<file path="src/trp_pkg.sv">
`timescale 1ns / 1ps
// ----------------------------------------------------------------------------
// trp_pkg
// Shared types, codes and the control program of the request token parser.
// ----------------------------------------------------------------------------
package trp_pkg;

  // default element buffer depth
  localparam int unsigned MaxElementsDef = 8;

  // fixed field widths
  localparam int unsigned KindW  = 5;
  localparam int unsigned StepW  = 4;
  localparam int unsigned ErrW   = 4;
  localparam int unsigned NumCls = 11;

  // token kinds
  localparam logic [KindW-1:0] KIND_OUTPUT = 5'd0;
  localparam logic [KindW-1:0] KIND_INPUT  = 5'd1;
  localparam logic [KindW-1:0] KIND_READ   = 5'd2;
  localparam logic [KindW-1:0] KIND_OPEN   = 5'd3;
  localparam logic [KindW-1:0] KIND_CLOSE  = 5'd4;
  localparam logic [KindW-1:0] KIND_COMMA  = 5'd5;
  localparam logic [KindW-1:0] KIND_COLON  = 5'd6;
  localparam logic [KindW-1:0] KIND_STRLIT = 5'd7;
  localparam logic [KindW-1:0] KIND_INTLIT = 5'd8;
  localparam logic [KindW-1:0] KIND_FLTLIT = 5'd9;
  localparam logic [KindW-1:0] KIND_TSTR   = 5'd10;
  localparam logic [KindW-1:0] KIND_TINT   = 5'd11;
  localparam logic [KindW-1:0] KIND_TFLT   = 5'd12;
  localparam logic [KindW-1:0] KIND_LT     = 5'd13;
  localparam logic [KindW-1:0] KIND_LE     = 5'd14;
  localparam logic [KindW-1:0] KIND_GT     = 5'd15;
  localparam logic [KindW-1:0] KIND_GE     = 5'd16;
  localparam logic [KindW-1:0] KIND_STAR   = 5'd17;
  localparam logic [KindW-1:0] KIND_EOF    = 5'd18;

  // operations
  localparam logic [1:0] OP_READ  = 2'd0;
  localparam logic [1:0] OP_INPUT = 2'd1;
  localparam logic [1:0] OP_OUT   = 2'd2;

  // element types
  localparam logic [1:0] T_INT = 2'd0;
  localparam logic [1:0] T_STR = 2'd1;
  localparam logic [1:0] T_FLT = 2'd2;

  // conditions
  localparam logic [2:0] COND_EQ  = 3'd0;
  localparam logic [2:0] COND_ANY = 3'd5;

  // error codes
  localparam logic [ErrW-1:0] E_BAD_OP    = 4'd0;
  localparam logic [ErrW-1:0] E_NO_EOF    = 4'd1;
  localparam logic [ErrW-1:0] E_NO_OPEN   = 4'd2;
  localparam logic [ErrW-1:0] E_NO_LIT    = 4'd3;
  localparam logic [ErrW-1:0] E_NO_CLOSE  = 4'd4;
  localparam logic [ErrW-1:0] E_NO_TYPE   = 4'd5;
  localparam logic [ErrW-1:0] E_NO_COLON  = 4'd6;
  localparam logic [ErrW-1:0] E_BAD_STR   = 4'd7;
  localparam logic [ErrW-1:0] E_BAD_INT   = 4'd8;
  localparam logic [ErrW-1:0] E_BAD_FLT   = 4'd9;
  localparam logic [ErrW-1:0] E_FLT_EQ    = 4'd10;
  localparam logic [ErrW-1:0] E_NO_VALUE  = 4'd11;

  // sequencer steps
  localparam logic [StepW-1:0] S_IDLE  = 4'd0;
  localparam logic [StepW-1:0] S_OPEN  = 4'd1;
  localparam logic [StepW-1:0] S_LIT   = 4'd2;
  localparam logic [StepW-1:0] S_SEP   = 4'd3;
  localparam logic [StepW-1:0] S_TYPE  = 4'd4;
  localparam logic [StepW-1:0] S_COLON = 4'd5;
  localparam logic [StepW-1:0] S_COND  = 4'd6;
  localparam logic [StepW-1:0] S_VALUE = 4'd7;
  localparam logic [StepW-1:0] S_EOF   = 4'd8;
  localparam logic [StepW-1:0] S_SKIP  = 4'd9;
  localparam logic [StepW-1:0] S_RD    = 4'd10;
  localparam logic [StepW-1:0] S_EMIT  = 4'd11;

  // token classes
  typedef enum logic [3:0] {
    CLS_OP, CLS_OPEN, CLS_CLOSE, CLS_COMMA, CLS_COLON, CLS_LIT,
    CLS_TYPE, CLS_CMP, CLS_STAR, CLS_EOF, CLS_OTHER
  } cls_e;

  localparam logic [NumCls-1:0] M_OP    = NumCls'(1) << CLS_OP;
  localparam logic [NumCls-1:0] M_OPEN  = NumCls'(1) << CLS_OPEN;
  localparam logic [NumCls-1:0] M_CLOSE = NumCls'(1) << CLS_CLOSE;
  localparam logic [NumCls-1:0] M_COMMA = NumCls'(1) << CLS_COMMA;
  localparam logic [NumCls-1:0] M_COLON = NumCls'(1) << CLS_COLON;
  localparam logic [NumCls-1:0] M_LIT   = NumCls'(1) << CLS_LIT;
  localparam logic [NumCls-1:0] M_TYPE  = NumCls'(1) << CLS_TYPE;
  localparam logic [NumCls-1:0] M_CMP   = NumCls'(1) << CLS_CMP;
  localparam logic [NumCls-1:0] M_STAR  = NumCls'(1) << CLS_STAR;
  localparam logic [NumCls-1:0] M_EOF   = NumCls'(1) << CLS_EOF;

  // element store selection
  typedef enum logic [1:0] {
    PUT_NONE, PUT_LIT, PUT_PAT
  } put_e;

  // one control word of the program
  typedef struct packed {
    logic              tok;
    logic [NumCls-1:0] ok_mask;
    logic [NumCls-1:0] alt_mask;
    logic [StepW-1:0]  next_ok;
    logic [StepW-1:0]  next_alt;
    logic              op_jump;
    logic [ErrW-1:0]   err;
    put_e              put;
    logic              clr;
    logic              set_op;
    logic              set_type;
    logic              set_cond;
    logic              chk_room;
    logic              chk_value;
    logic              rd_step;
    logic              emit_step;
  } uword_t;

  // input token
  typedef struct packed {
    logic [KindW-1:0]  kind;
    logic signed [31:0] token_int;
    logic [31:0]       token_float_bits;
    logic [15:0]       token_string_ref;
    logic [15:0]       token_line;
    logic [15:0]       token_col;
  } tok_t;

  // buffered element
  typedef struct packed {
    logic [1:0]  etype;
    logic [2:0]  cond;
    logic [31:0] value;
    logic [15:0] sref;
  } elem_t;

  // result item
  typedef struct packed {
    logic               is_error;
    logic               last_of_run;
    logic [1:0]         operation;
    logic [2:0]         element_index;
    logic [1:0]         element_type;
    logic [2:0]         condition;
    logic signed [31:0] int_value;
    logic [31:0]        float_bits;
    logic [15:0]        string_ref;
    logic [ErrW-1:0]    error_code;
    logic [15:0]        error_line;
    logic [15:0]        error_col;
  } res_t;

  // buffer control between sequencer and element buffer
  typedef struct packed {
    logic wr_en;
    logic rd_en;
  } buf_ctl_t;

  // control program, one word per step
  function automatic uword_t ucode(input logic [StepW-1:0] step);
    uword_t w;
    w = '0;
    w.put = PUT_NONE;
    w.next_ok = S_IDLE;
    w.next_alt = S_IDLE;
    case (step)
      S_IDLE: begin
        w.tok = 1'b1; w.ok_mask = M_OP; w.next_ok = S_OPEN;
        w.err = E_BAD_OP; w.clr = 1'b1; w.set_op = 1'b1;
      end
      S_OPEN: begin
        w.tok = 1'b1; w.ok_mask = M_OPEN; w.op_jump = 1'b1; w.err = E_NO_OPEN;
      end
      S_LIT: begin
        w.tok = 1'b1; w.ok_mask = M_LIT; w.next_ok = S_SEP;
        w.err = E_NO_LIT; w.put = PUT_LIT;
      end
      S_SEP: begin
        w.tok = 1'b1; w.ok_mask = M_COMMA | M_CLOSE; w.alt_mask = M_CLOSE;
        w.next_alt = S_EOF; w.op_jump = 1'b1; w.err = E_NO_CLOSE;
        w.chk_room = 1'b1;
      end
      S_TYPE: begin
        w.tok = 1'b1; w.ok_mask = M_TYPE; w.next_ok = S_COLON;
        w.err = E_NO_TYPE; w.set_type = 1'b1;
      end
      S_COLON: begin
        w.tok = 1'b1; w.ok_mask = M_COLON; w.next_ok = S_COND; w.err = E_NO_COLON;
      end
      S_COND: begin
        w.tok = 1'b1; w.ok_mask = M_CMP | M_LIT | M_STAR; w.alt_mask = M_CMP;
        w.next_ok = S_SEP; w.next_alt = S_VALUE; w.err = E_NO_VALUE;
        w.set_cond = 1'b1; w.put = PUT_PAT; w.chk_value = 1'b1;
      end
      S_VALUE: begin
        w.tok = 1'b1; w.ok_mask = M_LIT | M_STAR; w.next_ok = S_SEP;
        w.err = E_NO_VALUE; w.put = PUT_PAT; w.chk_value = 1'b1;
      end
      S_EOF: begin
        w.tok = 1'b1; w.ok_mask = M_EOF; w.next_ok = S_RD; w.err = E_NO_EOF;
      end
      S_SKIP: begin
        w.tok = 1'b1; w.ok_mask = '1; w.alt_mask = M_EOF;
        w.next_ok = S_SKIP; w.next_alt = S_IDLE;
      end
      S_RD: begin
        w.rd_step = 1'b1; w.next_ok = S_EMIT;
      end
      S_EMIT: begin
        w.emit_step = 1'b1; w.next_ok = S_RD;
      end
      default: begin
        w.next_ok = S_IDLE;
      end
    endcase
    return w;
  endfunction

  // token class of a kind
  function automatic cls_e tok_class(input logic [KindW-1:0] kind);
    cls_e c;
    case (kind)
      KIND_OUTPUT, KIND_INPUT, KIND_READ: c = CLS_OP;
      KIND_OPEN:                          c = CLS_OPEN;
      KIND_CLOSE:                         c = CLS_CLOSE;
      KIND_COMMA:                         c = CLS_COMMA;
      KIND_COLON:                         c = CLS_COLON;
      KIND_STRLIT, KIND_INTLIT, KIND_FLTLIT: c = CLS_LIT;
      KIND_TSTR, KIND_TINT, KIND_TFLT:    c = CLS_TYPE;
      KIND_LT, KIND_LE, KIND_GT, KIND_GE: c = CLS_CMP;
      KIND_STAR:                          c = CLS_STAR;
      KIND_EOF:                           c = CLS_EOF;
      default:                            c = CLS_OTHER;
    endcase
    return c;
  endfunction

  // operation of an operation token, read for anything else
  function automatic logic [1:0] op_code(input logic [KindW-1:0] kind);
    logic [1:0] op;
    case (kind)
      KIND_OUTPUT: op = OP_OUT;
      KIND_INPUT:  op = OP_INPUT;
      default:     op = OP_READ;
    endcase
    return op;
  endfunction

  // element type of a literal token
  function automatic logic [1:0] lit_type(input logic [KindW-1:0] kind);
    logic [1:0] t;
    case (kind)
      KIND_STRLIT: t = T_STR;
      KIND_INTLIT: t = T_INT;
      default:     t = T_FLT;
    endcase
    return t;
  endfunction

  // element type named by a type token
  function automatic logic [1:0] name_type(input logic [KindW-1:0] kind);
    logic [1:0] t;
    case (kind)
      KIND_TSTR: t = T_STR;
      KIND_TINT: t = T_INT;
      default:   t = T_FLT;
    endcase
    return t;
  endfunction

  // pattern literal check: {fail, code}
  function automatic logic [ErrW:0] value_check(input logic [KindW-1:0] kind,
                                                 input logic [1:0] ptype,
                                                 input logic [2:0] pcond);
    logic [ErrW:0] r;
    r = '0;
    case (kind)
      KIND_STRLIT: if (ptype != T_STR) r = {1'b1, E_BAD_STR};
      KIND_INTLIT: if (ptype != T_INT) r = {1'b1, E_BAD_INT};
      KIND_FLTLIT: begin
        if (ptype != T_FLT) r = {1'b1, E_BAD_FLT};
        else if (pcond == COND_EQ) r = {1'b1, E_FLT_EQ};
      end
      default: r = '0;
    endcase
    return r;
  endfunction

endpackage

</file>
<file path="src/trp_if.sv">
`timescale 1ns / 1ps
// ----------------------------------------------------------------------------
// trp_if
// Token and result channels of the request token parser.
// ----------------------------------------------------------------------------

// token channel
interface trp_tok_if import trp_pkg::*; ();
  logic               valid;
  logic               ready;
  logic [KindW-1:0]   kind;
  logic signed [31:0] token_int;
  logic [31:0]        token_float_bits;
  logic [15:0]        token_string_ref;
  logic [15:0]        token_line;
  logic [15:0]        token_col;

  modport source (output valid, kind, token_int, token_float_bits,
                  token_string_ref, token_line, token_col, input ready);
  modport sink (input valid, kind, token_int, token_float_bits,
                token_string_ref, token_line, token_col, output ready);
endinterface

// result channel
interface trp_res_if import trp_pkg::*; ();
  logic               valid;
  logic               ready;
  logic               is_error;
  logic               last_of_run;
  logic [1:0]         operation;
  logic [2:0]         element_index;
  logic [1:0]         element_type;
  logic [2:0]         condition;
  logic signed [31:0] int_value;
  logic [31:0]        float_bits;
  logic [15:0]        string_ref;
  logic [ErrW-1:0]    error_code;
  logic [15:0]        error_line;
  logic [15:0]        error_col;

  modport source (output valid, is_error, last_of_run, operation, element_index,
                  element_type, condition, int_value, float_bits, string_ref,
                  error_code, error_line, error_col, input ready);
  modport sink (input valid, is_error, last_of_run, operation, element_index,
                element_type, condition, int_value, float_bits, string_ref,
                error_code, error_line, error_col, output ready);
endinterface

</file>
<file path="src/trp_ebuf.sv">
`timescale 1ns / 1ps
// ----------------------------------------------------------------------------
// trp_ebuf
// Element buffer: one write port, one registered read port.
// ----------------------------------------------------------------------------
module trp_ebuf import trp_pkg::*; #(
  parameter int unsigned MAX_ELEMENTS = MaxElementsDef,
  localparam int unsigned AddrW = (MAX_ELEMENTS > 1) ? $clog2(MAX_ELEMENTS) : 1
) (
  input  logic             clk_i,
  input  buf_ctl_t         ctl_i,
  input  logic [AddrW-1:0] wr_addr_i,
  input  elem_t            wr_elem_i,
  input  logic [AddrW-1:0] rd_addr_i,
  output elem_t            rd_elem_o
);

  elem_t mem_q [MAX_ELEMENTS];
  elem_t rd_q;

  // write port
  always_ff @(posedge clk_i) begin
    if (ctl_i.wr_en) begin
      mem_q[wr_addr_i] <= wr_elem_i;
    end
  end

  // registered read port
  always_ff @(posedge clk_i) begin
    if (ctl_i.rd_en) begin
      rd_q <= mem_q[rd_addr_i];
    end
  end

  assign rd_elem_o = rd_q;

endmodule

</file>
<file path="src/trp_useq.sv">
`timescale 1ns / 1ps
// ----------------------------------------------------------------------------
// trp_useq
// Microcoded sequencer: step counter, control program lookup, jump logic and
// the request registers; builds error and element results.
// ----------------------------------------------------------------------------
module trp_useq import trp_pkg::*; #(
  parameter int unsigned MAX_ELEMENTS = MaxElementsDef,
  localparam int unsigned AddrW = (MAX_ELEMENTS > 1) ? $clog2(MAX_ELEMENTS) : 1,
  localparam int unsigned CntW  = $clog2(MAX_ELEMENTS + 1)
) (
  input  logic             clk_i,
  input  logic             rst_ni,
  input  logic             tok_valid_i,
  output logic             tok_ready_o,
  input  tok_t             tok_i,
  input  logic             res_free_i,
  output logic             res_load_o,
  output res_t             res_o,
  output buf_ctl_t         buf_ctl_o,
  output logic [AddrW-1:0] wr_addr_o,
  output elem_t            wr_elem_o,
  output logic [AddrW-1:0] rd_addr_o,
  input  elem_t            rd_elem_i
);

  logic [StepW-1:0] step_q, step_d;
  logic [1:0]       op_q, op_d;
  logic [CntW-1:0]  count_q, count_d;
  logic [CntW-1:0]  idx_q, idx_d;
  logic [1:0]       ptype_q, ptype_d;
  logic [2:0]       pcond_q, pcond_d;

  uword_t            uw;
  cls_e              cls;
  logic [NumCls-1:0] cls_hot;
  logic              hit, alt, full, room_fail, acc, fail, last;
  logic [ErrW:0]     vchk;
  logic              vfail;
  logic [ErrW-1:0]   err_code;
  logic              is_lit_put;
  logic [31:0]       lit_value;

  // decode of current step and token
  always_comb begin
    uw        = ucode(step_q);
    cls       = tok_class(tok_i.kind);
    cls_hot   = NumCls'(1) << cls;
    hit       = |(uw.ok_mask & cls_hot);
    alt       = |(uw.alt_mask & cls_hot);
    full      = (count_q >= CntW'(MAX_ELEMENTS));
    room_fail = uw.chk_room && (cls == CLS_COMMA) && full;
    vchk      = value_check(tok_i.kind, ptype_q, pcond_q);
    vfail     = uw.chk_value && (cls == CLS_LIT) && vchk[ErrW];
    fail      = !hit || room_fail || vfail;
    err_code  = vfail ? vchk[ErrW-1:0] : uw.err;
    last      = ((CntW + 1)'(idx_q) + (CntW + 1)'(1)) == (CntW + 1)'(count_q);
    lit_value = (tok_i.kind == KIND_INTLIT) ? tok_i.token_int : tok_i.token_float_bits;
  end

  assign tok_ready_o = uw.tok && res_free_i;
  assign acc         = tok_valid_i && tok_ready_o;
  assign is_lit_put  = (uw.put != PUT_NONE) && (cls != CLS_CMP);

  // element to store
  always_comb begin
    wr_elem_o.etype = lit_type(tok_i.kind);
    wr_elem_o.cond  = (uw.put == PUT_PAT) ? pcond_q : COND_EQ;
    wr_elem_o.value = lit_value;
    wr_elem_o.sref  = tok_i.token_string_ref;
    if (cls == CLS_STAR) begin
      wr_elem_o.etype = ptype_q;
      wr_elem_o.cond  = COND_ANY;
      wr_elem_o.value = '0;
      wr_elem_o.sref  = '0;
    end
  end

  assign wr_addr_o = count_q[AddrW-1:0];
  assign rd_addr_o = idx_q[AddrW-1:0];

  // next step, request registers and result selection
  always_comb begin
    step_d     = step_q;
    op_d       = op_q;
    count_d    = count_q;
    idx_d      = idx_q;
    ptype_d    = ptype_q;
    pcond_d    = pcond_q;
    res_load_o = 1'b0;
    buf_ctl_o  = '0;
    res_o      = '0;

    if (uw.rd_step) begin
      buf_ctl_o.rd_en = 1'b1;
      step_d = uw.next_ok;
    end

    // drain one buffered element
    if (uw.emit_step && res_free_i) begin
      res_load_o = 1'b1;
      idx_d = idx_q + CntW'(1);
      step_d = last ? S_IDLE : uw.next_ok;
    end
    if (uw.emit_step) begin
      res_o.last_of_run   = last;
      res_o.operation     = op_q;
      res_o.element_index = 3'(idx_q);
      res_o.element_type  = rd_elem_i.etype;
      res_o.condition     = rd_elem_i.cond;
      if (rd_elem_i.cond != COND_ANY) begin
        if (rd_elem_i.etype == T_INT) res_o.int_value = rd_elem_i.value;
        else if (rd_elem_i.etype == T_FLT) res_o.float_bits = rd_elem_i.value;
        else res_o.string_ref = rd_elem_i.sref;
      end
    end

    // one token step
    if (acc) begin
      idx_d = '0;
      if (uw.clr) begin
        count_d = '0;
        ptype_d = T_INT;
        pcond_d = COND_EQ;
      end
      if (uw.set_op) begin
        op_d = op_code(tok_i.kind);
      end
      if (fail) begin
        res_load_o        = 1'b1;
        res_o.is_error    = 1'b1;
        res_o.last_of_run = 1'b1;
        res_o.operation   = op_d;
        res_o.error_code  = err_code;
        res_o.error_line  = tok_i.token_line;
        res_o.error_col   = tok_i.token_col;
        step_d  = (cls == CLS_EOF) ? S_IDLE : S_SKIP;
        count_d = '0;
      end else begin
        if (alt) step_d = uw.next_alt;
        else if (uw.op_jump) step_d = (op_q == OP_OUT) ? S_LIT : S_TYPE;
        else step_d = uw.next_ok;
        if (uw.set_type) begin
          ptype_d = name_type(tok_i.kind);
          pcond_d = COND_EQ;
        end
        if (uw.set_cond && (cls == CLS_CMP)) begin
          pcond_d = 3'(tok_i.kind - KIND_LT) + 3'd1;
        end
        if (is_lit_put && !full) begin
          buf_ctl_o.wr_en = 1'b1;
          count_d = count_q + CntW'(1);
        end
      end
    end
  end

  // control registers
  always_ff @(posedge clk_i or negedge rst_ni) begin
    if (!rst_ni) begin
      step_q  <= S_IDLE;
      op_q    <= OP_READ;
      count_q <= '0;
      idx_q   <= '0;
      ptype_q <= T_INT;
      pcond_q <= COND_EQ;
    end else begin
      step_q  <= step_d;
      op_q    <= op_d;
      count_q <= count_d;
      idx_q   <= idx_d;
      ptype_q <= ptype_d;
      pcond_q <= pcond_d;
    end
  end

endmodule

</file>
<file path="src/tuple_request_token_parser.sv">
`timescale 1ns / 1ps
// ----------------------------------------------------------------------------
// tuple_request_token_parser
// Checks lexer tokens against the tuple-space request grammar and emits the
// buffered elements of a request, or one error result.
// ----------------------------------------------------------------------------
// Usage:
//   tok_i takes one lexer token per item (valid/ready). res_o gives result
//   items (valid/ready) from an output register.
//   After a grammar token that completes without a result, the next token can
//   be taken in the next cycle. The end-of-file token that closes
//   a valid request starts a drain of the element buffer: each element takes
//   a memory read step and then an output load step, which waits for a free
//   output register; no token is accepted during the drain.
//   An error result is loaded into the output register in the cycle its token
//   is accepted; later tokens are consumed silently up to end-of-file.
//   An error result passes through the output register only; an element result
//   passes through the buffer read register and then the output register.
//   Tokens are taken only while the output register is empty or being
//   emptied, so a stalled receiver stalls the token channel; nothing is lost.
//   Reset returns the sequencer to waiting for an operation token and empties
//   the output register; the buffer contents need no clearing.
// ----------------------------------------------------------------------------
module tuple_request_token_parser import trp_pkg::*; #(
  parameter int unsigned MAX_ELEMENTS = MaxElementsDef
) (
  input  logic      clk_i,
  input  logic      rst_ni,
  trp_tok_if.sink   tok_i,
  trp_res_if.source res_o
);

  localparam int unsigned AddrW = (MAX_ELEMENTS > 1) ? $clog2(MAX_ELEMENTS) : 1;

  tok_t             tok;
  res_t             res_d, res_q;
  logic             res_load, res_free;
  logic             out_valid_q;
  buf_ctl_t         buf_ctl;
  logic [AddrW-1:0] wr_addr, rd_addr;
  elem_t            wr_elem, rd_elem;

  // token payload
  always_comb begin
    tok.kind             = tok_i.kind;
    tok.token_int        = tok_i.token_int;
    tok.token_float_bits = tok_i.token_float_bits;
    tok.token_string_ref = tok_i.token_string_ref;
    tok.token_line       = tok_i.token_line;
    tok.token_col        = tok_i.token_col;
  end

  assign res_free = !out_valid_q || res_o.ready;

  trp_useq #(
    .MAX_ELEMENTS (MAX_ELEMENTS)
  ) u_useq (
    .clk_i       (clk_i),
    .rst_ni      (rst_ni),
    .tok_valid_i (tok_i.valid),
    .tok_ready_o (tok_i.ready),
    .tok_i       (tok),
    .res_free_i  (res_free),
    .res_load_o  (res_load),
    .res_o       (res_d),
    .buf_ctl_o   (buf_ctl),
    .wr_addr_o   (wr_addr),
    .wr_elem_o   (wr_elem),
    .rd_addr_o   (rd_addr),
    .rd_elem_i   (rd_elem)
  );

  trp_ebuf #(
    .MAX_ELEMENTS (MAX_ELEMENTS)
  ) u_ebuf (
    .clk_i     (clk_i),
    .ctl_i     (buf_ctl),
    .wr_addr_i (wr_addr),
    .wr_elem_i (wr_elem),
    .rd_addr_i (rd_addr),
    .rd_elem_o (rd_elem)
  );

  // output register valid
  always_ff @(posedge clk_i or negedge rst_ni) begin
    if (!rst_ni) begin
      out_valid_q <= 1'b0;
    end else if (res_load) begin
      out_valid_q <= 1'b1;
    end else if (res_o.ready) begin
      out_valid_q <= 1'b0;
    end
  end

  // output register payload
  always_ff @(posedge clk_i) begin
    if (res_load) begin
      res_q <= res_d;
    end
  end

  assign res_o.valid         = out_valid_q;
  assign res_o.is_error      = res_q.is_error;
  assign res_o.last_of_run   = res_q.last_of_run;
  assign res_o.operation     = res_q.operation;
  assign res_o.element_index = res_q.element_index;
  assign res_o.element_type  = res_q.element_type;
  assign res_o.condition     = res_q.condition;
  assign res_o.int_value     = res_q.int_value;
  assign res_o.float_bits    = res_q.float_bits;
  assign res_o.string_ref    = res_q.string_ref;
  assign res_o.error_code    = res_q.error_code;
  assign res_o.error_line    = res_q.error_line;
  assign res_o.error_col     = res_q.error_col;

endmodule

</file>
<file path="src/flat_wrapper.sv">
// flat-port wrapper written by rule: the top's interface ports become plain ports
module tuple_request_token_parser_flat import trp_pkg::*;
#(
  parameter int unsigned MAX_ELEMENTS = MaxElementsDef
)
  (clk_i, rst_ni, tok_i_valid, tok_i_kind, tok_i_token_int, tok_i_token_float_bits, tok_i_token_string_ref, tok_i_token_line, tok_i_token_col, tok_i_ready, res_o_valid, res_o_is_error, res_o_last_of_run, res_o_operation, res_o_element_index, res_o_element_type, res_o_condition, res_o_int_value, res_o_float_bits, res_o_string_ref, res_o_error_code, res_o_error_line, res_o_error_col, res_o_ready);
  trp_tok_if tok_i_i ();
  trp_res_if res_o_i ();
  input  logic clk_i;
  input  logic rst_ni;
  input wire logic [$bits(tok_i_i.valid)-1:0] tok_i_valid;
  input wire logic [$bits(tok_i_i.kind)-1:0] tok_i_kind;
  input wire logic [$bits(tok_i_i.token_int)-1:0] tok_i_token_int;
  input wire logic [$bits(tok_i_i.token_float_bits)-1:0] tok_i_token_float_bits;
  input wire logic [$bits(tok_i_i.token_string_ref)-1:0] tok_i_token_string_ref;
  input wire logic [$bits(tok_i_i.token_line)-1:0] tok_i_token_line;
  input wire logic [$bits(tok_i_i.token_col)-1:0] tok_i_token_col;
  output wire logic [$bits(tok_i_i.ready)-1:0] tok_i_ready;
  output wire logic [$bits(res_o_i.valid)-1:0] res_o_valid;
  output wire logic [$bits(res_o_i.is_error)-1:0] res_o_is_error;
  output wire logic [$bits(res_o_i.last_of_run)-1:0] res_o_last_of_run;
  output wire logic [$bits(res_o_i.operation)-1:0] res_o_operation;
  output wire logic [$bits(res_o_i.element_index)-1:0] res_o_element_index;
  output wire logic [$bits(res_o_i.element_type)-1:0] res_o_element_type;
  output wire logic [$bits(res_o_i.condition)-1:0] res_o_condition;
  output wire logic [$bits(res_o_i.int_value)-1:0] res_o_int_value;
  output wire logic [$bits(res_o_i.float_bits)-1:0] res_o_float_bits;
  output wire logic [$bits(res_o_i.string_ref)-1:0] res_o_string_ref;
  output wire logic [$bits(res_o_i.error_code)-1:0] res_o_error_code;
  output wire logic [$bits(res_o_i.error_line)-1:0] res_o_error_line;
  output wire logic [$bits(res_o_i.error_col)-1:0] res_o_error_col;
  input wire logic [$bits(res_o_i.ready)-1:0] res_o_ready;
  assign tok_i_i.valid = tok_i_valid;
  assign tok_i_i.kind = tok_i_kind;
  assign tok_i_i.token_int = tok_i_token_int;
  assign tok_i_i.token_float_bits = tok_i_token_float_bits;
  assign tok_i_i.token_string_ref = tok_i_token_string_ref;
  assign tok_i_i.token_line = tok_i_token_line;
  assign tok_i_i.token_col = tok_i_token_col;
  assign tok_i_ready = tok_i_i.ready;
  assign res_o_valid = res_o_i.valid;
  assign res_o_is_error = res_o_i.is_error;
  assign res_o_last_of_run = res_o_i.last_of_run;
  assign res_o_operation = res_o_i.operation;
  assign res_o_element_index = res_o_i.element_index;
  assign res_o_element_type = res_o_i.element_type;
  assign res_o_condition = res_o_i.condition;
  assign res_o_int_value = res_o_i.int_value;
  assign res_o_float_bits = res_o_i.float_bits;
  assign res_o_string_ref = res_o_i.string_ref;
  assign res_o_error_code = res_o_i.error_code;
  assign res_o_error_line = res_o_i.error_line;
  assign res_o_error_col = res_o_i.error_col;
  assign res_o_i.ready = res_o_ready;
  tuple_request_token_parser #(.MAX_ELEMENTS(MAX_ELEMENTS)) u_core (.clk_i(clk_i), .rst_ni(rst_ni), .tok_i(tok_i_i), .res_o(res_o_i));
endmodule
</file>
<file path="config.mk">
export PLATFORM = sky130hd
export DESIGN_NAME = tuple_request_token_parser_flat
export DESIGN_NICKNAME = d
export VERILOG_FILES = /design/src/trp_pkg.sv /design/src/trp_if.sv /design/src/trp_ebuf.sv /design/src/trp_useq.sv /design/src/tuple_request_token_parser.sv /design/src/flat_wrapper.sv
export SDC_FILE = /design/constraint.sdc
export NUM_CORES = 1
export LEC_CHECK = 0
export BUFFER_PORTS_ARGS = -buffer_cell sky130_fd_sc_hd__buf_2
export CAP_MARGIN = 25
export CORE_MARGIN = 2
export CORE_UTILIZATION = 41
export DETAILED_ROUTE_END_ITERATION = 7
export PLACE_DENSITY = 0.62
export SLEW_MARGIN = 20
export SYNTH_ARGS = -nofsm -noshare
export SYNTH_HDL_FRONTEND = slang
export SYNTH_SLANG_ARGS = --single-unit
</file>
<file path="constraint.sdc">
create_clock -name clk_i -period 15.5 [get_ports clk_i]
set_clock_uncertainty 0.1 [all_clocks]
set_input_delay 0.775 -clock clk_i [delete_from_list [all_inputs] [get_ports clk_i]]
set_output_delay 0.775 -clock clk_i [all_outputs]
set_load 0.02 [all_outputs]
</file>
After elaboration in Yosys (flattened, before gate mapping). Memory sizes are Yosys's and may differ from the RTL's. A register that Yosys moved wholly into a read port is not among the register bits. Cells that the tools add are included. W data, S select, Z words.

Word-level logic and storage cells: 167. Memories kept: 2. ROM bits: 128. Memory bits (writable): 424. Register bits after elaboration: 148. Output and inout bits: 130.

Order comparisons: 1. Equality and inequality tests: 30. Shift-type cells: 1. Bitwise gates (word level): 5. Reductions and logical operators: 37. Multiplexer cells: 67. $add $sub $neg: 5.

Memory list: u_core.u_ebuf.mem_q (depth 8, width 53, read ports 1, clocked after memory_dff 1, wr ports 1, RTL line trp_ebuf.sv:18) `elem_t mem_q [MAX_ELEMENTS];`; (no name shown) (depth 32, width 4, read ports 1, clocked after memory_dff 0, wr ports 0, RTL line trp_pkg.sv:225) `case (kind)`.

Operators with widths (count): $pmux W12 S10 (1); $mux W32 (3); $mux W91 (1); $mux W80 (1); $mux W4 (15); $pmux W4 S7 (2); $mux W53 (1); $mux W48 (1); $pmux W10 S3 (1); $eq A4 B3 Y1 const B (6); $eq A4 B4 Y1 const B (6); $and A11 B11 Y11 (2); $reduce_or A11 Y1 (2); $mux W3 (7); $eq A5 B4 Y1 const B (4); $mux W5 (4); $mux W1 (18); $mux W16 (1); $pmux W2 S2 (4); $pmux W5 S3 (1); $eq A4 B2 Y1 const B (3); $shl A1 B4 Y11 const A (1); $logic_and A1 B1 Y1 (10); $mux W2 (5); other kinds (29) (46).

Logic depth before layout (Yosys ltp). Gate-level depths: netlist (run 1).

Word-level depth: 11. Mapped depth: 13. Depth with buffers taken out: 10.

By module. A second synthesis (run 1) with hierarchy kept.

Cells, all modules: 1390. Area total of the unflattened synthesis: 24900.1 µm².

Modules (own cells, without submodules): trp_ebuf (area an instance 17581.9 µm², times used 1, cells an instance 679); tuple_request_token_parser (area an instance 3891.2 µm², times used 1, cells an instance 131); trp_useq (area an instance 3427.0 µm², times used 1, cells an instance 580).

Worst setup path after synthesis (run 1). OpenSTA, ideal clock, no wires.

Kind: in2reg. Start point: in tok_i_kind[0]. End point: mem u_core.u_ebuf.mem_q[6][0] (netlist name), enable pin. Required time: 14.785 ns. Setup time: 0.615 ns. Arrival: 8.321 ns. Slack: 6.465 ns. Stages on the path: 11. Cells stage by stage: inv_1 -> ha_1 -> buf_4 -> or3b_4 -> a21oi_2 -> o21ai_2 -> or4_4 -> a32oi_4 -> or2_2 -> nand4_2 -> nor4b_1.

Longest elaborated chain between the ends: 11. Elaborated cells on any way between the ends: 25.

Ends and longest elaborated chain: from (decl) (RTL line flat_wrapper.sv:12) `input wire logic [$bits(tok_i_i.kind)-1:0] tok_i_kind;`; $mem_v2 Z32 W4; $shl A1 B4 Y11 (RTL line trp_useq.sv:48) `cls_hot = NumCls'(1) << cls;`; $and A11 B11 Y11 (RTL line trp_useq.sv:49) `hit = |(uw.ok_mask & cls_hot);`; $reduce_or A11 Y1 (RTL line trp_useq.sv:49); $logic_not A1 Y1 (RTL line trp_useq.sv:55) `fail = !hit || room_fail || vfail;`; $logic_or A1 B1 Y1 (2 in series) (RTL line trp_useq.sv:55); $mux W1 * (RTL line trp_useq.sv:129) `if (fail) begin`; $mux W1 * (RTL line trp_useq.sv:119) `if (acc) begin`; $mux W1 * (RTL line trp_ebuf.sv:23) `if (ctl_i.wr_en) begin`; $mux W1 (implied by the code) * (RTL line trp_ebuf.sv:24) `mem_q[wr_addr_i] <= wr_elem_i;`; to (decl) (RTL line trp_ebuf.sv:18).

Every way passes the cells marked *; elsewhere a longest branch is shown, timed or not.

Worst setup path in the final report (run 1).
Start point: in tok_i_kind[1]. End point: mem u_core.u_ebuf.mem_q[4][1] (netlist name), enable pin.

Same word-level chain as after synthesis.

==> results.json, run 1 <==
{
  "status": "completed",
  "via_per_inst": 5.27,
  "cp-startpoint": "tok_i_kind[1]",
  "crit_end": "u_core.u_ebuf.mem_q[4][1]",
  "clk_pin_slew_ps": 60,
  "synth_top_area_frac": 0.733,
  "yosysWarnings": 0,
  "syn-instance-count": 1348,
  "slew_violations": 0,
  "synth.area.mux_share": 0.122,
  "finalSetupTns_ps": 0,
  "wl_per_cell_um": 21.6,
  "period_needed_ps": 5340,
  "grt_max_degree": 69,
  "start_util": 0.413,
  "ant_nets": 0,
  "cts_setup_buffers": 0,
  "powerDensity_nw_per_um2": 153,
  "nFillCells": 4969,
  "grt_first_pass_wirelength_um": 80000,
  "ys_ff_latch": 625,
  "holdBufCountCts": 0,
  "p_leak_nw": 9.93,
  "drtIter0Drc": 1213,
  "synth_top_family_by_area": "multiplexers",
  "clock_path_buffers": 3,
  "setup_violations": 0,
  "worstReg2RegStart": "u_core.u_useq.ptype_q[1]",
  "worstSkewPairLatency_ps": 630,
  "synth_sequential_area_ratio": 0.753,
  "crit_fanout": 54,
  "placementRows": 90,
  "slowest_stage": "nor4b_4",
  "cts-root-buf": "clkbuf_16",
  "final_core_util": 0.482,
  "reg2reg_slack_ps": 10600,
  "hold_path_class": "in -> async",
  "synth_compound_area_frac": 0.0298,
  "firstDrtPassIters": 5,
  "grt_antenna_before_repair": 0,
  "place_area_um2": 27000,
  "hold_viol": 0,
  "fmax_ghz": 0.187,
  "yosysTopAreaCell": "edfxtp_1",
  "ys_types": 60,
  "relSlewSlack": 0.363,
  "die_x_um": 250,
  "stdcell_area_um2": 28900,
  "die_h_um": 250,
  "numCtsBuffers": 61,
  "worstSetupPathType": "in -> reg",
  "drive_gt1_frac": 0.329,
  "syn_to_final_growth_pct": 16.7,
  "ys_async_sr_fraction": 0.0320,
  "max_stage_delay_ps": 960,
  "grt_util_all_layers": 0.168,
  "avgSynthCellArea_um2": 18.4,
  "synth_flop_cell": "edfxtp_1",
  "clock_sinks": 625,
  "hpwlAfterDp_um": 31100,
  "synth_area_leaders": "edfxtp_1 73%, mux4_2 9.6%, mux2_2 2.5%",
  "port_buffers": 250,
  "layout.nets": 1740,
  "gp_congestion": 0.855,
  "min_period_over_period": 0.344,
  "synth_area_um2": 24800,
  "ir_drop_uv": 90.5,
  "grt-ovfl-total": 0,
  "regToRegEndpoint": "u_core.res_o.int_value[16]",
  "required_ps": 15640,
  "cts_resized": 0,
  "cts_tree": "built",
  "placedCellCount": 2329,
  "rsz0062_at_grt": "false",
  "dieArea_um2": 62500,
  "route.detailed.drc": 0,
  "synth_edf_count": 605,
  "start_kind": "primary input",
  "crit_top_cell": "buf_4",
  "grt_pass1_vias": 13300,
  "vias": 12900,
  "cts-htree-levels": 2,
  "finalPower_mw": 4.42,
  "worst_setup_path_end_kind": "register",
  "synth_nets": 1478,
  "rr_worst_depth": 10,
  "synthAdderAreaFrac": 0.00454,
  "antenna_cells": 0,
  "io-pin-count": 251,
  "worst_slew_pin_slew_ps": 952,
  "arrival_ps": 5480,
  "yosys.area_share.simple": 0.0734,
  "routed_wl_um": 52700,
  "crit_path_cell_trace": "buf_2, inv_1, ha_1, nor4bb_1, and2_2, buf_4, nand2_1, a31o_2, nand4_1, or2_2, nand4_2, nor4b_4, buf_4",
  "synthXorXnorAreaFrac": 0.00247,
  "placeableCoreArea_um2": 60000,
  "maxCapViolCount": 0,
  "finalNonFillerCells": 2441
}
## per-stage QoR
step / setup WS, ps / hold WS (ps)
floorplan: 6460 / 349
global placement: 9540 / 389
detailed placement: 9430 / 380
CTS: 10100 / 5.79
global route: 9770 / 34.9
finish: 10160 / 33.3
## kinds of logic after synthesis
group	after synthesis
DFF	625
and+or+nand+nor	337
muxes	162
AOI/OAI and AO/OA	114
buffers and inverters	94
adders and majority gates	9
xor gates and xnor gates	7
## power breakdown
group / switching, mW / leakage [nW] / internal (mW)
Sequential: 0.0842 / 5.81 / 2.05
Clock: 0.618 / 0.932 / 0.804
Combinational: 0.513 / 3.18 / 0.349
## area by class of cell
type,instances,area (um^2),area share
Clock buffer,80,1620,0.0560
Multi-Input combinational cell,629,5830,0.201
Clock inverter,32,310,0.0107
Sequential cell,625,18700,0.645
Tap cell,782,978,0.0338
Timing Repair Buffer,276,1460,0.0504
Inverter,17,63.8,0.00221
## worst min-delay path by stage
stage / from / endpoint / slack (ps) / cells past startpoint
2_1_floorplan: u_core.u_useq.op_q[1] / u_core.u_useq.op_q[1] / 350 / 2
3_3_place_gp: u_core.u_useq.op_q[0] / u_core.u_useq.op_q[0] / 390 / 2
3_5_place_dp: u_core.u_useq.op_q[1] / u_core.u_useq.op_q[1] / 380 / 2
4_1_cts: rst_ni / u_core.u_useq.pcond_q[2] / 6 / 1
5_1_grt: rst_ni / u_core.res_o.valid / 30 / 1
6_report: rst_ni / u_core.u_useq.ptype_q[0] / 30 / 1
## critical path: cells and delay by family
family | cells | cell delay (ps)
compound gates | 1 | 260
simple gates | 7 | 2470
fa+ha+maj | 1 | 330
buf+inv | 4 | 1610
## layer usage
layer,track usage,up-vias,share of wire,routed length (um)
met5,0,-,0,0
met4,0.0472,0,0.022,1150
met3,0.0253,78,0.045,2390
met2,0.278,334,0.49,25900
met1,0.232,6650,0.44,23200
li1,-,5814,-,-
## state kept, by name (all words and copies together) (netlist names), 3 cells and up
register	cells
u_core.res_o.error_line	16
u_core.res_o.error_code	4
u_core.u_useq.pcond_q	3
u_core.res_o.float_bits	32
u_core.res_o.condition	3
u_core.res_o.string_ref	16
u_core.res_o.int_value	32
u_core.res_o.element_index	3
u_core.u_ebuf.mem_q	424
u_core.u_ebuf.rd_elem_o	53
u_core.u_useq.step_q	4
u_core.u_useq.count_q	4
u_core.res_o.error_col	16
u_core.u_useq.idx_q	4
## cells in the mapped netlist, types with 2 or more instances
master	n
edfxtp_1	605
mux4_2	106
nand2_1	95
and2_1	91
mux2_2	54
clkbuf_1	53
a21oi_1	45
and3_1	33
nor2_1	28
nor2b_1	22
dfrtp_1	20
inv_1	17
nor3_1	17
o21ai_0	17
buf_1	15
a211oi_1	10
nand3_1	10
ha_1	9
a21o_1	8
nand2b_1	8
nor4_1	8
xor2_1	6
a31oi_1	5
buf_2	5
or2_2	4
or3_1	4
a211o_1	3
a32o_1	3
nand4_1	3
nor3b_1	3
o22ai_1	3
o31ai_1	3
a22oi_1	2
buf_4	2
buf_6	2
mux2i_1	2
nor4b_2	2
o21ai_2	2
o2bb2ai_1	2
## placed cells by master (no fill, tap or decap), types with 3 or more instances in the layout
cell type | netlist | final
nor2_1 | 28 | 26
a211oi_1 | 10 | 10
edfxtp_1 | 605 | 605
nor3_1 | 17 | 15
nor4_1 | 8 | 4
nand3_1 | 10 | 10
o31ai_1 | 3 | 3
nor4_2 | 0 | 4
nand2_1 | 95 | 94
inv_1 | 17 | 17
xor2_1 | 6 | 6
mux4_2 | 106 | 106
a211o_1 | 3 | 3
nor2b_1 | 22 | 22
buf_4 | 2 | 25
or3_1 | 4 | 4
o21ai_0 | 17 | 17
clkbuf_1 | 53 | 18
a32o_1 | 3 | 3
ha_1 | 9 | 9
and3_1 | 33 | 33
clkbuf_16 | 0 | 62
nand4_1 | 3 | 3
a21o_1 | 8 | 8
and2_1 | 91 | 90
nand2b_1 | 8 | 8
clkinv_1 | 0 | 14
dfrtp_1 | 20 | 17
buf_2 | 5 | 250
bufinv_16 | 0 | 4
a21oi_1 | 45 | 45
inv_6 | 0 | 3
o22ai_1 | 3 | 3
a31oi_1 | 5 | 5
nor3_2 | 1 | 3
mux2_2 | 54 | 54
or2_2 | 4 | 4
clkinv_2 | 0 | 7
No activity file was read; power rests on OpenSTA's default activity.
==> run 2: changes to the inputs <==
Settings changed: ABC_AREA set to 1, PLACE_DENSITY 0.62 to 0.64.
Clock period 15.5 ns to 4.4 ns, I/O delays scaled along.
==> results.json, run 2 <==
{
  "arrival_ps": 3650,
  "yosysTopAreaCell": "edfxtp_1",
  "finalSetupTns_ps": 0,
  "final_common_cell": "edfxtp_1",
  "layout.nets": 2581,
  "synth_top_area_frac": 0.715,
  "synth_most_common_cell": "edfxtp_1",
  "routed_wl_um": 60400,
  "firstDrtPassIters": 7,
  "dpl_worst_slack_ps": 793,
  "maxCapViolCount": 0,
  "drtIter0Drc": 1250,
  "syn_to_final_growth_pct": 19.1,
  "path_buf_inv": 3,
  "start_util": 0.413,
  "ir_drop_uv": 338,
  "via_per_inst": 5.10,
  "holdWs_ps": 36.0,
  "port_buffers": 250,
  "worst_slew_pin_slew_ps": 1000,
  "grt_util_all_layers": 0.187,
  "placementRows": 91,
  "fmax_ghz": 0.289,
  "hpwlAfterDp_um": 36600,
  "p_leak_nw": 11.7,
  "syn-instance-count": 2165,
  "gp_congestion": 0.833,
  "reg2reg_slack_ps": 940,
  "cts_setup_buffers": 0,
  "rsz0062_at_grt": "false",
  "powerDensity_nw_per_um2": 575,
  "crit_fanout": 19,
  "cpLargestDelayFamily": "simple AND/OR/NAND/NOR gates",
  "synth_area_leaders": "edfxtp_1 71%, nor2_1 7.8%, o21ai_0 4.6%",
  "hold_path_class": "in -> reg",
  "worstSetupPathType": "reg -> reg",
  "grt_first_pass_wirelength_um": 92700,
  "crit_path_cell_trace": "inv_1, nand2_1, nor2_2, inv_2, nand2_1, nand4_1, nand2_1, nor2_1, nand3_2, nand2_2, nor2_4, nand3_2, nor2_4, buf_12",
  "numCtsBuffers": 66,
  "drive_gt1_frac": 0.171,
  "ys_async_sr_fraction": 0.0320,
  "dieArea_um2": 64000,
  "grt_max_degree": 164,
  "clock_sinks": 625,
  "synth_sequential_area_ratio": 0.734,
  "slew_violations": 0,
  "yosysWarnings": 0,
  "min_period_over_period": 0.785,
  "synth_nets": 2295,
  "max_stage_delay_ps": 640,
  "antenna_cells": 0,
  "synth_edf_count": 605,
  "grt-ovfl-total": 0,
  "grt_antenna_before_repair": 0,
  "ys_types": 36,
  "nFillCells": 5434,
  "cts-htree-levels": 3,
  "vias": 16800,
  "finalPower_mw": 17.4,
  "ys_ff_latch": 625,
  "wl_per_cell_um": 18.3,
  "slowest_stage": "nor2_4",
  "grt_pass1_vias": 16500,
  "synth_area_um2": 25400,
  "most-common-layout-cells": "605 x edfxtp_1, 524 x nor2_1, 250 x buf_2, 241 x nand2_1, 231 x o21ai_0",
  "required_ps": 4590,
  "io-pin-count": 251,
  "relSlewSlack": 0.334,
  "largest_register": "u_core.u_ebuf.mem_q",
  "worst_setup_path_end_kind": "register",
  "cts_resized": 0,
  "route.detailed.drc": 0,
  "cts-root-buf": "clkbuf_16",
  "stdcell_area_um2": 30300,
  "layout_setup_ws_ps": 944,
  "largest_reg_flops": 424,
  "setup_violations": 0,
  "avgSynthCellArea_um2": 11.7,
  "crit_top_cell": "nand2_1",
  "die_h_um": 253,
  "ant_nets": 0,
  "place_area_um2": 27700,
  "placeableCoreArea_um2": 61500,
  "period_needed_ps": 3460,
  "die_x_um": 253,
  "status": "completed",
  "clock_path_buffers": 3,
  "clk_pin_slew_ps": 60,
  "synth_common_cells": "605 x edfxtp_1, 527 x nor2_1, 242 x nand2_1",
  "synth_flop_cell": "edfxtp_1",
  "start_kind": "register",
  "hold_viol": 0,
  "worstSkewPairLatency_ps": 600,
  "cts_tree": "built"
}
-- run 2: through the flow --
step / cells / util
global route: 3292 / 0.493
global placement: 3125 / 0.450
floorplan: 2165 / -
finish: 3292 / 0.493
CTS: 3292 / 0.493
detailed placement: 3126 / 0.451
-- run 2: cells by family after synthesis --
kind of cell,count (synthesis),synth area share
AND/OR/NAND/NOR,860,0.136
adder cells (fa/ha/maj),9,0.00443
buffers and inverters,303,0.0458
flip-flops,625,0.734
XOR/XNOR,6,0.00207
AO/OA/AOI/OAI,362,0.0778
-- run 2: layer usage --
layer  share of wire  track usage  vias to the layer above  wire length, um
met5               0            0                        -                0
met4           0.023       0.0632                        0             1420
met1            0.43        0.246                     8180            26100
met3           0.044       0.0260                       92             2630
li1                -            -                     8059                -
met2            0.50        0.321                      456            30300
-- run 2: worst reg2reg max path: cells and delay by family, from the launching register on --
family,cells,cell delay (ps)
buffers and inverters,3,560
DFF,1,440
and+or+nand+nor,11,2020
-- run 2: what timing repair did --
| action | CTS | global route |
|---|---|---|
| endpoints found under the setup margin | 0 | 0 |
| hold buffers | 47 | 0 |
| endpoints found under the hold margin | 157 | 0 |
-- run 2: layout make-up --
class,instances,area (um^2),area share
clock buffer,78,1720,0.0567
clock inverter,41,395,0.0131
inverter,194,739,0.0244
multi-input combinational,1237,5670,0.187
sequential,625,18700,0.617
tap,790,988,0.0326
timing repair buffer,327,2100,0.0692
-- run 2: report_power, final --
part / switching, mW / internal [mW] / total, mW
Combinational: 3.04 / 1.17 / 4.21
Clock: 2.30 / 3.12 / 5.43
Sequential: 0.284 / 7.50 / 7.79
-- run 2: worst paths after layout --
check | startpoint | endpoint | depth (start not counted)
worst max-delay path | u_core.u_useq.step_q[1] | u_core.u_ebuf.mem_q[2][34] | 14
worst min-delay path | tok_i_token_string_ref[2] | u_core.u_ebuf.mem_q[4][2] | 3
worst max register to register | u_core.u_useq.step_q[1] | u_core.u_ebuf.mem_q[2][34] | 14
worst min register to register | u_core.u_useq.count_q[3] | u_core.u_useq.count_q[3] | 2
max in group asynchronous | rst_ni | u_core.u_useq.idx_q[1] | 2
min in group asynchronous | rst_ni | u_core.u_useq.count_q[0] | 2
==> run 3: changes to the inputs <==
Settings changed: PLACE_DENSITY 0.64 to 0.62.
Clock period 4.4 ns to 3.45 ns, I/O delays scaled along.
==> results.json, run 3 (same netlist as run 2, synthesis figures left out) <==
{
  "min_from": "tok_i_token_float_bits[14]",
  "syn_to_final_growth_pct": 20.5,
  "slowest_stage": "dfrtp_1",
  "stdcell_area_um2": 30600,
  "clock_sinks": 625,
  "p_leak_nw": 11.9,
  "worstReg2RegStart": "u_core.u_useq.step_q[1]",
  "place_area_um2": 27900,
  "rr_worst_depth": 14,
  "min_period_over_period": 0.868,
  "hold_path_class": "in -> reg",
  "final_common_cell": "edfxtp_1",
  "ir_drop_uv": 530,
  "layout.nets": 2607,
  "placedCellCount": 3142,
  "vias": 16800,
  "most-common-layout-cells": "605 x edfxtp_1, 523 x nor2_1, 251 x buf_2, 240 x nand2_1, 231 x o21ai_0",
  "largest_reg_flops": 424,
  "clock_path_buffers": 3,
  "worstSetupPathType": "reg -> reg",
  "grt_first_pass_wirelength_um": 91500,
  "hold_viol": 0,
  "required_ps": 3590,
  "hpwlAfterDp_um": 36000,
  "cts-htree-levels": 3,
  "grt_antenna_before_repair": 0,
  "grt-ovfl-total": 0,
  "hold_depth": 5,
  "maxCapViolCount": 0,
  "cts_tree": "built",
  "antenna_cells": 0,
  "reg2reg_slack_ps": 460,
  "start_util": 0.413,
  "largest_register": "u_core.u_ebuf.mem_q",
  "routed_wl_um": 59900,
  "slew_violations": 0,
  "setup_violations": 0,
  "period_needed_ps": 2990,
  "rsz0062_at_grt": "false",
  "clk_pin_slew_ps": 60,
  "drive_gt1_frac": 0.174,
  "crit_fanout": 53,
  "numCtsBuffers": 68,
  "ant_nets": 0,
  "grt_util_all_layers": 0.185,
  "final_core_util": 0.498,
  "wl_per_cell_um": 18.1,
  "crit_path_cell_trace": "nor2_2, inv_2, nor2_4, nor2_1, nor2_1, nand3_1, nand2_1, nor2_1, nand3_2, nand2_2, nor2_4, nand3_2, nor2_4, buf_12",
  "route.detailed.drc": 0,
  "finalNonFillerCells": 3315,
  "arrival_ps": 3140,
  "powerDensity_nw_per_um2": 735,
  "relSlewSlack": 0.366,
  "worstSkewPairLatency_ps": 600,
  "gp_congestion": 0.816,
  "die_x_um": 253,
  "drtIter0Drc": 1462,
  "grt_max_degree": 129,
  "placeableCoreArea_um2": 61500,
  "worst_setup_path_end_kind": "register",
  "grt_pass1_vias": 16300,
  "max_stage_delay_ps": 460,
  "firstDrtPassIters": 5,
  "die_h_um": 253,
  "io-pin-count": 251,
  "status": "completed",
  "placementRows": 91,
  "cp-startpoint": "u_core.u_useq.step_q[1]",
  "dieArea_um2": 64000,
  "port_buffers": 250,
  "fmax_ghz": 0.334,
  "cts-root-buf": "clkbuf_16",
  "finalPower_mw": 22.5,
  "via_per_inst": 5.07,
  "worst_slew_pin_slew_ps": 951,
  "start_kind": "register"
}
run 3: path summary, 6_finish.rpt:
check                                              to
setup / recovery           u_core.u_ebuf.mem_q[0][36]
hold / removal             u_core.u_ebuf.mem_q[4][30]
setup reg to reg           u_core.u_ebuf.mem_q[0][36]
hold reg to reg              u_core.u_useq.count_q[3]
max in group asynchronous      u_core.u_useq.idx_q[1]
min in group asynchronous    u_core.u_useq.count_q[3]
run 3: what timing repair did:
action | in CTS | in global routing
buffers inserted | 0 | 0
gates resized for setup | 0 | 0
hold buffers | 55 | 0
hold endpoints to repair | 194 | 0
run 3: layout make-up:
class / instances / area [um^2]
clock buffers: 79 / 1790
clock inverters: 39 / 364
fillers: 5432 / 30900
inverters: 194 / 739
multi-input cells: 1237 / 5730
flip-flops and latches: 625 / 18700
well taps: 790 / 988
repair buffers: 351 / 2340
run 3: worst max-delay path: cells and delay by family (launching register included):
family        cells  cell delay, ps
flops             1             460
simple gates     12            1620
buf+inv           2             440
run 3: layer usage:
layer	up-vias	global-route usage	share of wire
li1	8104	-	-
met1	8210	0.242	0.43
met2	413	0.319	0.50
met3	71	0.0265	0.043
met4	0	0.0588	0.021
met5	-	0	0
run 3: report_power, final:
| group | internal [mW] | switching (mW) |
|---|---|---|
| registers | 9.57 | 0.299 |
| clock network | 4.16 | 2.85 |
| logic | 1.58 | 4.04 |
run 3: stage by stage:
stage | worst slack [ps] | hold WS (ps) | setup TNS, ps
2_1_floorplan | -160 | -223 | -37570
3_3_place_gp | 344 | 71.5 | 0
3_5_place_dp | 249 | 74.6 | 0
4_1_cts | 456 | 0.925 | 0
5_1_grt | 239 | 53.8 | 0
6_report | 456 | 24.8 | 0
